`config.mk`:
```
export PLATFORM = sky130hd
export DESIGN_NAME = link_telemetry_ema_smoother
export DESIGN_NICKNAME = d
export VERILOG_FILES = /design/src/hw/rtl/ltes_pkg.sv /design/src/hw/rtl/link_telemetry_ema_smoother.sv /design/src/hw/rtl/ltes_front.sv /design/src/hw/rtl/ltes_back.sv
export VERILOG_INCLUDE_DIRS = /design/src /design/src/hw/rtl
export SDC_FILE = /design/constraint.sdc
export NUM_CORES = 2
export LEC_CHECK = 0
export BUFFER_PORTS_ARGS = -buffer_cell sky130_fd_sc_hd__buf_4
export CORE_MARGIN = 1.5
export CORE_UTILIZATION = 45
export DETAILED_ROUTE_END_ITERATION = 16
export SYNTH_ARGS = -nofsm -noshare
export SYNTH_HDL_FRONTEND = slang
export SYNTH_SLANG_ARGS = --single-unit
```
`constraint.sdc`:
```
create_clock -name clk_i -period 9.9 [get_ports clk_i]
set_input_delay 1.98 -clock clk_i [delete_from_list [all_inputs] [get_ports clk_i]]
set_output_delay 1.98 -clock clk_i [all_outputs]
set_load 0.02 [all_outputs]
```
`src/hw/rtl/link_telemetry_ema_smoother_defines.svh`:
```
// ============================================================================
// Link telemetry smoother assertion macros
// Shared concurrent assertion forms, clocked on clk_i and muted during reset.
// ============================================================================
`ifndef LINK_TELEMETRY_EMA_SMOOTHER_DEFINES_SVH
`define LINK_TELEMETRY_EMA_SMOOTHER_DEFINES_SVH

// Same-cycle implication.
`define LTES_ASSERT_IMP(name, ante, cons, msg) \
  name: assert property (@(posedge clk_i) disable iff (!rst_ni) (ante) |-> (cons)) \
    else $error(msg);

// Next-cycle implication.
`define LTES_ASSERT_NXT(name, ante, cons, msg) \
  name: assert property (@(posedge clk_i) disable iff (!rst_ni) (ante) |=> (cons)) \
    else $error(msg);

`endif

```
`src/hw/rtl/ltes_pkg.sv`:
```
// ============================================================================
// Link telemetry smoother package
// Widths, constants and shared types of the smoother front and back ends.
// ============================================================================
package ltes_pkg;

  // Field widths.
  localparam int LOSS_W   = 16;
  localparam int JIT_W    = 20;
  localparam int RTT_W    = 20;
  localparam int BW_W     = 32;
  localparam int LPCT_W   = 15;
  localparam int ALPHA_W  = 16;

  // Fraction bits of the smoothing weight.
  localparam int ALPHA_BITS = 16;

  // Common metric datapath width and multiplier widths.
  localparam int EST_W  = 32;
  localparam int PROD_W = ALPHA_W + EST_W;
  localparam int STEP_W = PROD_W - ALPHA_BITS;
  localparam int SUM_W  = ((STEP_W > EST_W) ? STEP_W : EST_W) + 1;

  // Bits per kilobit per second scaling and loss percentage scaling.
  localparam logic [ALPHA_W-1:0] BW_SCALE       = ALPHA_W'(8000);
  localparam int                 LPCT_SUM_W     = 24;
  localparam logic [LPCT_SUM_W-1:0] LPCT_SCALE  = LPCT_SUM_W'(100);
  localparam logic [LPCT_SUM_W-1:0] LPCT_ROUND  = LPCT_SUM_W'(128);
  localparam int                 LPCT_SHIFT     = 8;

  // Reset value of the smoothing weight.
  localparam logic [ALPHA_W-1:0] ALPHA_RESET = ALPHA_W'(13107);

  // Divider iterations and counter width.
  localparam int DIV_STEPS = 32;
  localparam int DIV_CNT_W = $clog2(DIV_STEPS);

  // Queue between front and back ends.
  localparam int Q_DEPTH = 2;
  localparam int Q_PTR_W = (Q_DEPTH > 1) ? $clog2(Q_DEPTH) : 1;
  localparam int Q_CNT_W = $clog2(Q_DEPTH + 1);

  typedef enum logic {
    CMD_SAMPLE = 1'b0,
    CMD_CLEAR  = 1'b1
  } cmd_kind_e;

  // One classified item as it sits in the queue.
  typedef struct packed {
    cmd_kind_e           kind;
    logic                zero_iv;
    logic [LOSS_W-1:0]   loss;
    logic [JIT_W-1:0]    jitter;
    logic [RTT_W-1:0]    rtt;
    logic [BW_W-1:0]     bytes;
    logic [BW_W-1:0]     us;
  } cmd_t;

  // Queue head status seen by the back end.
  typedef struct packed {
    logic valid;
    cmd_t cmd;
  } q_head_t;

  typedef enum logic [2:0] {
    ST_IDLE,
    ST_BWMUL,
    ST_BWCHK,
    ST_DIV,
    ST_UPD,
    ST_EMUL,
    ST_EAPPLY,
    ST_EMIT
  } back_state_e;

  typedef enum logic [1:0] {
    MET_LOSS,
    MET_JITTER,
    MET_RTT,
    MET_BW
  } metric_e;

endpackage

```
`src/hw/rtl/link_telemetry_ema_smoother.sv`:
```
// ============================================================================
// Link telemetry smoother
// Exponential moving average of loss, jitter, round-trip time and bandwidth.
// ============================================================================
//
//   Channel   Signals                                    Direction
//   -------   ----------------------------------------   ---------
//   in        in_valid_i / in_stall_o, six field ports   sink
//   out       out_valid_o / out_stall_i, four fields     source
//   alpha     alpha_we_i, alpha_wdata_i                  write only
//
// In the back end a sample passes through the bandwidth multiply, a range
// check, 32 steps of the restoring divider and the four weighted updates on
// the shared multiplier. A zero interval or a saturated bandwidth skips the
// divider, a seeding sample skips the updates, and a clear goes to the output.
// A two-item queue lets the front accept while the back works or the output
// register waits. Reset clears the estimates and re-arms seeding at once.
//
module link_telemetry_ema_smoother (
  input  logic        clk_i,
  input  logic        rst_ni,
  input  logic        alpha_we_i,
  input  logic [15:0] alpha_wdata_i,
  input  logic        in_valid_i,
  output logic        in_stall_o,
  input  logic        clear_i,
  input  logic [15:0] loss_rate_i,
  input  logic [19:0] jitter_i,
  input  logic [19:0] rtt_i,
  input  logic [31:0] bytes_received_i,
  input  logic [31:0] interval_us_i,
  output logic        out_valid_o,
  input  logic        out_stall_i,
  output logic [14:0] loss_pct_o,
  output logic [19:0] jitter_est_o,
  output logic [19:0] rtt_est_o,
  output logic [31:0] bandwidth_kbps_o
);
  import ltes_pkg::*;

  q_head_t head;
  logic    pop;

  // Accept and queue items.
  ltes_front u_front (
    .clk_i            (clk_i),
    .rst_ni           (rst_ni),
    .in_valid_i       (in_valid_i),
    .in_stall_o       (in_stall_o),
    .clear_i          (clear_i),
    .loss_rate_i      (loss_rate_i),
    .jitter_i         (jitter_i),
    .rtt_i            (rtt_i),
    .bytes_received_i (bytes_received_i),
    .interval_us_i    (interval_us_i),
    .pop_i            (pop),
    .head_o           (head)
  );

  // Compute and present results.
  ltes_back u_back (
    .clk_i            (clk_i),
    .rst_ni           (rst_ni),
    .alpha_we_i       (alpha_we_i),
    .alpha_wdata_i    (alpha_wdata_i),
    .head_i           (head),
    .pop_o            (pop),
    .out_valid_o      (out_valid_o),
    .out_stall_i      (out_stall_i),
    .loss_pct_o       (loss_pct_o),
    .jitter_est_o     (jitter_est_o),
    .rtt_est_o        (rtt_est_o),
    .bandwidth_kbps_o (bandwidth_kbps_o)
  );

endmodule

```
`src/hw/rtl/ltes_front.sv`:
```
// ============================================================================
// Link telemetry smoother front end
// Accepts items, classifies them and holds them in a short queue.
// ============================================================================
module ltes_front (
  input  logic                     clk_i,
  input  logic                     rst_ni,
  input  logic                     in_valid_i,
  output logic                     in_stall_o,
  input  logic                     clear_i,
  input  logic [15:0]              loss_rate_i,
  input  logic [19:0]              jitter_i,
  input  logic [19:0]              rtt_i,
  input  logic [31:0]              bytes_received_i,
  input  logic [31:0]              interval_us_i,
  input  logic                     pop_i,
  output ltes_pkg::q_head_t        head_o
);
  import ltes_pkg::*;

  cmd_t                 mem_q [Q_DEPTH];
  logic [Q_PTR_W-1:0]   wr_ptr_q, wr_ptr_d;
  logic [Q_PTR_W-1:0]   rd_ptr_q, rd_ptr_d;
  logic [Q_CNT_W-1:0]   cnt_q, cnt_d;
  logic                 push;
  cmd_t                 cmd_in;

  // Classify the incoming item.
  always_comb begin
    cmd_in.kind    = clear_i ? CMD_CLEAR : CMD_SAMPLE;
    cmd_in.zero_iv = (interval_us_i == '0);
    cmd_in.loss    = loss_rate_i;
    cmd_in.jitter  = jitter_i;
    cmd_in.rtt     = rtt_i;
    cmd_in.bytes   = bytes_received_i;
    cmd_in.us      = interval_us_i;
  end

  // Accept while the queue has room.
  assign in_stall_o = (cnt_q == Q_CNT_W'(Q_DEPTH));
  assign push       = in_valid_i && !in_stall_o;

  // Queue pointers and fill count.
  always_comb begin
    wr_ptr_d = wr_ptr_q;
    rd_ptr_d = rd_ptr_q;
    cnt_d    = cnt_q;
    if (push) begin
      wr_ptr_d = (wr_ptr_q == Q_PTR_W'(Q_DEPTH - 1)) ? '0 : wr_ptr_q + 1'b1;
    end
    if (pop_i) begin
      rd_ptr_d = (rd_ptr_q == Q_PTR_W'(Q_DEPTH - 1)) ? '0 : rd_ptr_q + 1'b1;
    end
    if (push && !pop_i) begin
      cnt_d = cnt_q + 1'b1;
    end else if (pop_i && !push) begin
      cnt_d = cnt_q - 1'b1;
    end
  end

  always_ff @(posedge clk_i or negedge rst_ni) begin
    if (!rst_ni) begin
      wr_ptr_q <= '0;
      rd_ptr_q <= '0;
      cnt_q    <= '0;
    end else begin
      wr_ptr_q <= wr_ptr_d;
      rd_ptr_q <= rd_ptr_d;
      cnt_q    <= cnt_d;
    end
  end

  // Queue storage.
  always_ff @(posedge clk_i) begin
    if (push) begin
      mem_q[wr_ptr_q] <= cmd_in;
    end
  end

  assign head_o.valid = (cnt_q != '0);
  assign head_o.cmd   = mem_q[rd_ptr_q];

endmodule

```
`src/hw/rtl/ltes_back.sv`:
```
// ============================================================================
// Link telemetry smoother back end
// Computes the bandwidth sample and updates the four moving averages.
// ============================================================================
`include "link_telemetry_ema_smoother_defines.svh"

module ltes_back (
  input  logic                     clk_i,
  input  logic                     rst_ni,
  input  logic                     alpha_we_i,
  input  logic [15:0]              alpha_wdata_i,
  input  ltes_pkg::q_head_t        head_i,
  output logic                     pop_o,
  output logic                     out_valid_o,
  input  logic                     out_stall_i,
  output logic [14:0]              loss_pct_o,
  output logic [19:0]              jitter_est_o,
  output logic [19:0]              rtt_est_o,
  output logic [31:0]              bandwidth_kbps_o
);
  import ltes_pkg::*;

  back_state_e            state_q, state_d;
  metric_e                idx_q, idx_d;
  logic [DIV_CNT_W-1:0]   cnt_q, cnt_d;
  logic                   first_q;
  logic [ALPHA_W-1:0]     alpha_q;
  logic [LOSS_W-1:0]      loss_est_q;
  logic [JIT_W-1:0]       jit_est_q;
  logic [RTT_W-1:0]       rtt_est_q;
  logic [BW_W-1:0]        bw_est_q;
  logic                   out_valid_q;

  cmd_t                   cmd_q;
  logic [PROD_W-1:0]      prod_q;
  logic [EST_W-1:0]       rem_q;
  logic [EST_W-1:0]       quo_q;
  logic [BW_W-1:0]        bw_smp_q;
  logic [LPCT_W-1:0]      loss_pct_q;
  logic [JIT_W-1:0]       jit_out_q;
  logic [RTT_W-1:0]       rtt_out_q;
  logic [BW_W-1:0]        bw_out_q;

  logic                   out_free;
  logic [ALPHA_W-1:0]     mul_a;
  logic [EST_W-1:0]       mul_b;
  logic [PROD_W-1:0]      prod_d;
  logic [EST_W:0]         rem_shift;
  logic                   div_bit;
  logic [EST_W-1:0]       rem_next;
  logic [EST_W-1:0]       quo_next;
  logic [EST_W-1:0]       bw_high;
  logic [EST_W-1:0]       sel_est, sel_smp, sel_max;
  logic                   smp_ge;
  logic [EST_W-1:0]       abs_d;
  logic [SUM_W-1:0]       est_ext, step_ext, sum_up;
  logic [EST_W-1:0]       new_val;
  logic [LPCT_SUM_W-1:0]  lpct_sum;

  assign out_free = !out_valid_q || !out_stall_i;

  // Select the metric under update.
  always_comb begin
    case (idx_q)
      MET_LOSS: begin
        sel_est = EST_W'(loss_est_q);
        sel_smp = EST_W'(cmd_q.loss);
        sel_max = EST_W'({LOSS_W{1'b1}});
      end
      MET_JITTER: begin
        sel_est = EST_W'(jit_est_q);
        sel_smp = EST_W'(cmd_q.jitter);
        sel_max = EST_W'({JIT_W{1'b1}});
      end
      MET_RTT: begin
        sel_est = EST_W'(rtt_est_q);
        sel_smp = EST_W'(cmd_q.rtt);
        sel_max = EST_W'({RTT_W{1'b1}});
      end
      MET_BW: begin
        sel_est = EST_W'(bw_est_q);
        sel_smp = EST_W'(bw_smp_q);
        sel_max = EST_W'({BW_W{1'b1}});
      end
      default: begin
        sel_est = '0;
        sel_smp = '0;
        sel_max = '0;
      end
    endcase
  end

  assign smp_ge = (sel_smp >= sel_est);
  assign abs_d  = smp_ge ? (sel_smp - sel_est) : (sel_est - sel_smp);

  // Shared multiplier: bandwidth scaling, then one weighted difference a pass.
  assign mul_a  = (state_q == ST_BWMUL) ? BW_SCALE : alpha_q;
  assign mul_b  = (state_q == ST_BWMUL) ? EST_W'(cmd_q.bytes) : abs_d;
  assign prod_d = PROD_W'(mul_a) * PROD_W'(mul_b);

  // Move the estimate toward the sample, clamped to the field.
  always_comb begin
    est_ext  = SUM_W'(sel_est);
    step_ext = SUM_W'(prod_q[PROD_W-1:ALPHA_BITS]);
    sum_up   = est_ext + step_ext;
    if (smp_ge) begin
      new_val = (sum_up > SUM_W'(sel_max)) ? sel_max : sum_up[EST_W-1:0];
    end else begin
      new_val = (step_ext >= est_ext) ? '0 : EST_W'(est_ext - step_ext);
    end
  end

  // One restoring division step per cycle.
  assign bw_high   = EST_W'(prod_q[PROD_W-1:EST_W]);
  assign rem_shift = {rem_q, quo_q[EST_W-1]};
  assign div_bit   = (rem_shift >= {1'b0, cmd_q.us});
  assign rem_next  = div_bit ? EST_W'(rem_shift - {1'b0, cmd_q.us})
                             : rem_shift[EST_W-1:0];
  assign quo_next  = {quo_q[EST_W-2:0], div_bit};

  // Loss percentage with rounding, in 1/256 percent.
  assign lpct_sum = LPCT_SUM_W'(loss_est_q) * LPCT_SCALE + LPCT_ROUND;

  // Sequencer next state.
  always_comb begin
    state_d = state_q;
    idx_d   = idx_q;
    cnt_d   = cnt_q;
    pop_o   = 1'b0;
    case (state_q)
      ST_IDLE: begin
        if (head_i.valid) begin
          pop_o   = 1'b1;
          state_d = (head_i.cmd.kind == CMD_CLEAR) ? ST_EMIT : ST_BWMUL;
        end
      end
      ST_BWMUL: begin
        state_d = ST_BWCHK;
      end
      ST_BWCHK: begin
        if (cmd_q.zero_iv || (bw_high >= cmd_q.us)) begin
          state_d = ST_UPD;
        end else begin
          cnt_d   = '0;
          state_d = ST_DIV;
        end
      end
      ST_DIV: begin
        cnt_d = cnt_q + 1'b1;
        if (cnt_q == DIV_CNT_W'(DIV_STEPS - 1)) begin
          state_d = ST_UPD;
        end
      end
      ST_UPD: begin
        idx_d   = MET_LOSS;
        state_d = first_q ? ST_EMIT : ST_EMUL;
      end
      ST_EMUL: begin
        state_d = ST_EAPPLY;
      end
      ST_EAPPLY: begin
        if (idx_q == MET_BW) begin
          state_d = ST_EMIT;
        end else begin
          idx_d   = metric_e'(idx_q + 1'b1);
          state_d = ST_EMUL;
        end
      end
      ST_EMIT: begin
        if (out_free) begin
          state_d = ST_IDLE;
        end
      end
      default: begin
        state_d = ST_IDLE;
      end
    endcase
  end

  // Control state and architectural estimates.
  always_ff @(posedge clk_i or negedge rst_ni) begin
    if (!rst_ni) begin
      state_q     <= ST_IDLE;
      idx_q       <= MET_LOSS;
      cnt_q       <= '0;
      first_q     <= 1'b1;
      alpha_q     <= ALPHA_RESET;
      loss_est_q  <= '0;
      jit_est_q   <= '0;
      rtt_est_q   <= '0;
      bw_est_q    <= '0;
      out_valid_q <= 1'b0;
    end else begin
      state_q <= state_d;
      idx_q   <= idx_d;
      cnt_q   <= cnt_d;
      if (alpha_we_i) begin
        alpha_q <= alpha_wdata_i;
      end
      // A clear zeroes every estimate and re-arms seeding.
      if (pop_o && (head_i.cmd.kind == CMD_CLEAR)) begin
        first_q    <= 1'b1;
        loss_est_q <= '0;
        jit_est_q  <= '0;
        rtt_est_q  <= '0;
        bw_est_q   <= '0;
      end
      // The first sample seeds the estimates directly.
      if ((state_q == ST_UPD) && first_q) begin
        first_q    <= 1'b0;
        loss_est_q <= cmd_q.loss;
        jit_est_q  <= cmd_q.jitter;
        rtt_est_q  <= cmd_q.rtt;
        bw_est_q   <= bw_smp_q;
      end
      if (state_q == ST_EAPPLY) begin
        case (idx_q)
          MET_LOSS:   loss_est_q <= new_val[LOSS_W-1:0];
          MET_JITTER: jit_est_q  <= new_val[JIT_W-1:0];
          MET_RTT:    rtt_est_q  <= new_val[RTT_W-1:0];
          MET_BW:     bw_est_q   <= new_val[BW_W-1:0];
          default:    bw_est_q   <= bw_est_q;
        endcase
      end
      // Output register handshake.
      if ((state_q == ST_EMIT) && out_free) begin
        out_valid_q <= 1'b1;
      end else if (!out_stall_i) begin
        out_valid_q <= 1'b0;
      end
    end
  end

  // Datapath registers.
  always_ff @(posedge clk_i) begin
    if (pop_o) begin
      cmd_q <= head_i.cmd;
    end
    if ((state_q == ST_BWMUL) || (state_q == ST_EMUL)) begin
      prod_q <= prod_d;
    end
    if (state_q == ST_BWCHK) begin
      rem_q <= bw_high;
      quo_q <= prod_q[EST_W-1:0];
      if (cmd_q.zero_iv) begin
        bw_smp_q <= '0;
      end else if (bw_high >= cmd_q.us) begin
        bw_smp_q <= '1;
      end
    end
    if (state_q == ST_DIV) begin
      rem_q <= rem_next;
      quo_q <= quo_next;
      if (cnt_q == DIV_CNT_W'(DIV_STEPS - 1)) begin
        bw_smp_q <= quo_next;
      end
    end
    if ((state_q == ST_EMIT) && out_free) begin
      loss_pct_q <= lpct_sum[LPCT_SHIFT +: LPCT_W];
      jit_out_q  <= jit_est_q;
      rtt_out_q  <= rtt_est_q;
      bw_out_q   <= bw_est_q;
    end
  end

  assign out_valid_o      = out_valid_q;
  assign loss_pct_o       = loss_pct_q;
  assign jitter_est_o     = jit_out_q;
  assign rtt_est_o        = rtt_out_q;
  assign bandwidth_kbps_o = bw_out_q;

  // Checks.
  `LTES_ASSERT_IMP(a_pop_nonempty, pop_o, head_i.valid, "pop from an empty queue")
  `LTES_ASSERT_IMP(a_div_rem, state_q == ST_DIV, rem_q < cmd_q.us, "divider remainder too large")
  `LTES_ASSERT_NXT(a_emit_loads, (state_q == ST_EMIT) && out_free, out_valid_q, "result not shown")

endmodule

```
==> impl_metrics.tcl <==
set metrics [dict create \
    run_status "completed" \
    final_setup_violation_count 0 \
    r2r_start "u_back.idx_q[0]" \
    post_drt_via_cell_ratio 5.58 \
    rrSetupSlack_ns 0.02 \
    max-clock-path-buffers 3 \
    drt_iter0_drc 3725 \
    wl_per_cell_um 22.4 \
    ant_nets 0 \
    top_cells_by_area_synth "edfxtp_1, fa_1, ha_1, dfrtp_1, inv_1" \
    cts.htree.levels 3 \
    die_height_um 356 \
    floorplan.core_area_sq_um 123000 \
    hold_ws_ns 0.479 \
    fin_worst_skew_ns 0.0731 \
    floorplan.rows 129 \
    area_delta_synth_final_pct 22.1 \
    grt_first_pass_wirelength_um 268000 \
    critical_path_depth 42 \
    clock_insertion_delay_worst_skew_ns 0.73 \
    floorplan.io_pins 231 \
    detailroute.via_count 44300 \
    timing.critical_path.slowest_cell_delay_ns 0.59 \
    crit_required_ns 10.33 \
    yosysTopAreaCell "edfxtp_1" \
    worstSetupStartpointType "flop" \
    cp_max_fo 8 \
    r2r-end "u_back.prod_q[44]" \
    worst_ep_arrival_time_ns 10.31 \
    top_delay_family_on_crit_path "adder cells" \
    initial_core_util 0.453 \
    worst_r2r_path_depth 42 \
    final_nets 7178 \
    cell_type_of_the_slowest_stage_on_the_worst_timing_path "fa_1" \
    synth_seq_area_share 0.368 \
    place.gp.congestion 0.979 \
    overflow 0 \
    number_of_buffers_added_to_fix_hold_violations_after_cts 0 \
    register_area_sq_um 20600 \
    grtUsageMet3 0.0391 \
    synth_top_flop_cell "edfxtp_1" \
    synth.most_common_cell "inv_1" \
    cts.reportedPaths.clkPinSlew_ns 0.06 \
    slew_violations 0 \
    critical_setup_path_class "reg -> reg" \
    fillers 11000 \
    yosysTopAreaCellShare 0.303 \
    worstPathBufferInverterCount 13 \
    drive_above_1_share 0.233 \
    clock_buffer_count_from_cts 79 \
    timing.critical_path.mode_cell "fa_1" \
    antenna-diode-count 0 \
    routed_wl_um 177000 \
    clock.fmax_mhz 101 \
    post-dp-hpwl_um 140000 \
    syn_avg_cell_area_sq_um 10.1 \
    track_usage 0.279 \
    synth-edff-count 564 \
    rsz0062_at_grt "true" \
    post-route-period-util 0.998 \
    critical_path.startpoint "u_back.idx_q[0]" \
    slew_headroom 0.216 \
    post-route-min-period_ns 9.88 \
    hold_path.class "reg -> reg" \
    io_buffers 230 \
    synthArstFlopShare 0.168 \
    worst_setup_path_endpoint "u_back.prod_q[44]" \
    groute.layer.met1.usage 0.371 \
    firstDrtPassIters 6 \
    grt_antenna_before_repair 1 \
    report.final.hold_viol_count 0 \
    first_global_vias 44000 \
    synth.lib_cells_used.distinct 89 \
    grt_busiest_layer "met2" \
    die-width_um 356 \
    use_met2 0.462 \
    cts.root.buffer_cell "clkbuf_16" \
    max-cap-violations 0 \
    synthesis.area_sq_um 55900 \
    yosys-top-cells-count "inv_1, nand2_1, edfxtp_1" \
    multi_input_area_sq_um 33300 \
    clock_sinks 716 \
    timing.critical_path.to_type "flop" \
    overall_die_area_sq_um 126000 \
    worst_slew_pin_slew_ns 1.15 \
    cts_tree "built" \
    synth_seq_cells 716 \
    fin_tns_setup_ns 0 \
    syn-instance-count 5537 \
    yosys_warnings 0 \
    synthesis.nets 6483 \
    drcViolationCount 0 \
    pin_count_of_the_biggest_net_entering_global_routing 82 \
]
[worst min path at each step]
stage	start	end	slack (ns)	cells past startpoint
2_1_floorplan	u_back.bw_est_q[14]	u_back.bandwidth_kbps_o[14]	0.44	0
3_3_place_gp	u_back.bw_est_q[16]	u_back.bandwidth_kbps_o[16]	0.45	0
3_5_place_dp	u_back.bw_est_q[16]	u_back.bandwidth_kbps_o[16]	0.45	0
4_1_cts	u_back.rtt_est_q[19]	u_back.rtt_est_o[19]	0.49	0
5_1_grt	u_back.jit_est_q[16]	u_back.jitter_est_o[16]	0.49	0
6_report	u_back.bw_est_q[16]	u_back.bandwidth_kbps_o[16]	0.48	0
[layer usage]
metal,wire length [um],share of wire
met3,11600,0.065
met1,73700,0.42
met4,7370,0.042
met2,84900,0.48
met5,0,0
[worst reg2reg max path: cells and delay by family (launching register included)]
kind | cells | cell delay (ns)
XOR/XNOR | 1 | 0.09
AND/OR/NAND/NOR | 8 | 1.36
buffers and inverters | 13 | 1.60
multiplexers | 2 | 0.40
AO/OA/AOI/OAI | 9 | 1.83
flip-flops | 1 | 0.44
adder cells (fa/ha/maj) | 9 | 3.90
[flip-flops by register name, summed over array words and instances (netlist names)]
name and cells:
u_back.rem_q 32, u_back.rtt_est_q 20, u_back.quo_q 32, u_back.jit_est_q 20, u_back.prod_q 48, u_back.loss_est_q 16
u_back.rtt_est_o 20, u_front.cnt_q 2, u_front.rd_ptr_q 1, u_back.bw_est_q 32, u_back.cmd_q 121, u_back.bw_smp_q 32
u_back.idx_q 2, u_front.mem_q 244, u_back.jitter_est_o 20, u_back.first_q 1, u_back.state_q 3, u_back.cnt_q 5
u_back.bandwidth_kbps_o 32, u_front.wr_ptr_q 1, u_back.alpha_q 16, u_back.out_valid_o 1, u_back.loss_pct_o 15
[logic make-up after synthesis]
| logic type | count (synthesis) | synth area share |
|---|---|---|
| adder cells (fa/ha/maj) | 804 | 0.238 |
| flip-flops | 716 | 0.368 |
| multiplexers | 218 | 0.0423 |
| XOR/XNOR | 163 | 0.0255 |
| AND/OR/NAND/NOR | 1481 | 0.121 |
| AO/OA/AOI/OAI | 1186 | 0.139 |
| buffers and inverters | 969 | 0.0658 |
[placed cells by master, fill, tap and decap left out, drive strengths merged, types with 39 or more instances in the layout]
cell type | Yosys | layout
a211oi | 42 | 42
a21o | 118 | 119
a21oi | 326 | 326
a22oi | 69 | 69
a31oi | 42 | 42
and2 | 69 | 69
and3 | 58 | 58
buf | 62 | 883
clkbuf | 210 | 104
dfrtp | 111 | 111
edfxtp | 564 | 564
fa | 434 | 434
ha | 370 | 370
inv | 695 | 697
mux2 | 146 | 146
mux2i | 72 | 72
nand2 | 691 | 691
nand3 | 85 | 85
nor2 | 242 | 242
nor2b | 74 | 74
nor3 | 103 | 103
o211ai | 39 | 39
o21ai | 248 | 248
o21bai | 46 | 46
xnor2 | 118 | 118
xor2 | 45 | 45
[repair_timing]
action                     CTS  global route
setup endpoints to repair   25            23
gates resized for setup    168           198
gates cloned                 1             3
setup buffers               23            49
pin swaps                   67           114
[stage by stage]
step / util / setup slack [ns] / std cells / cell area (sq um)
3_3_place_gp: 0.512 / -0.585 / 7717 / 63300
3_5_place_dp: 0.512 / -0.836 / 7717 / 63300
6_report: 0.553 / 0.0214 / 7936 / 68300
2_1_floorplan: - / 0.00549 / 5537 / 56000
5_1_grt: 0.553 / -0.350 / 7936 / 68300
4_1_cts: 0.542 / 0.00411 / 7888 / 66900
[layout make-up]
type / count / share of cell area
clock buffer: 102 / 0.0314
tap: 1637 / 0.0300
multi-input combinational: 3853 / 0.488
inverter: 697 / 0.0385
clock inverter: 46 / 0.00830
timing repair buffer: 885 / 0.103
sequential: 716 / 0.302
Power is not shown: default switching activity piles up to over one toggle a cycle in this logic, so the estimate is an artifact.
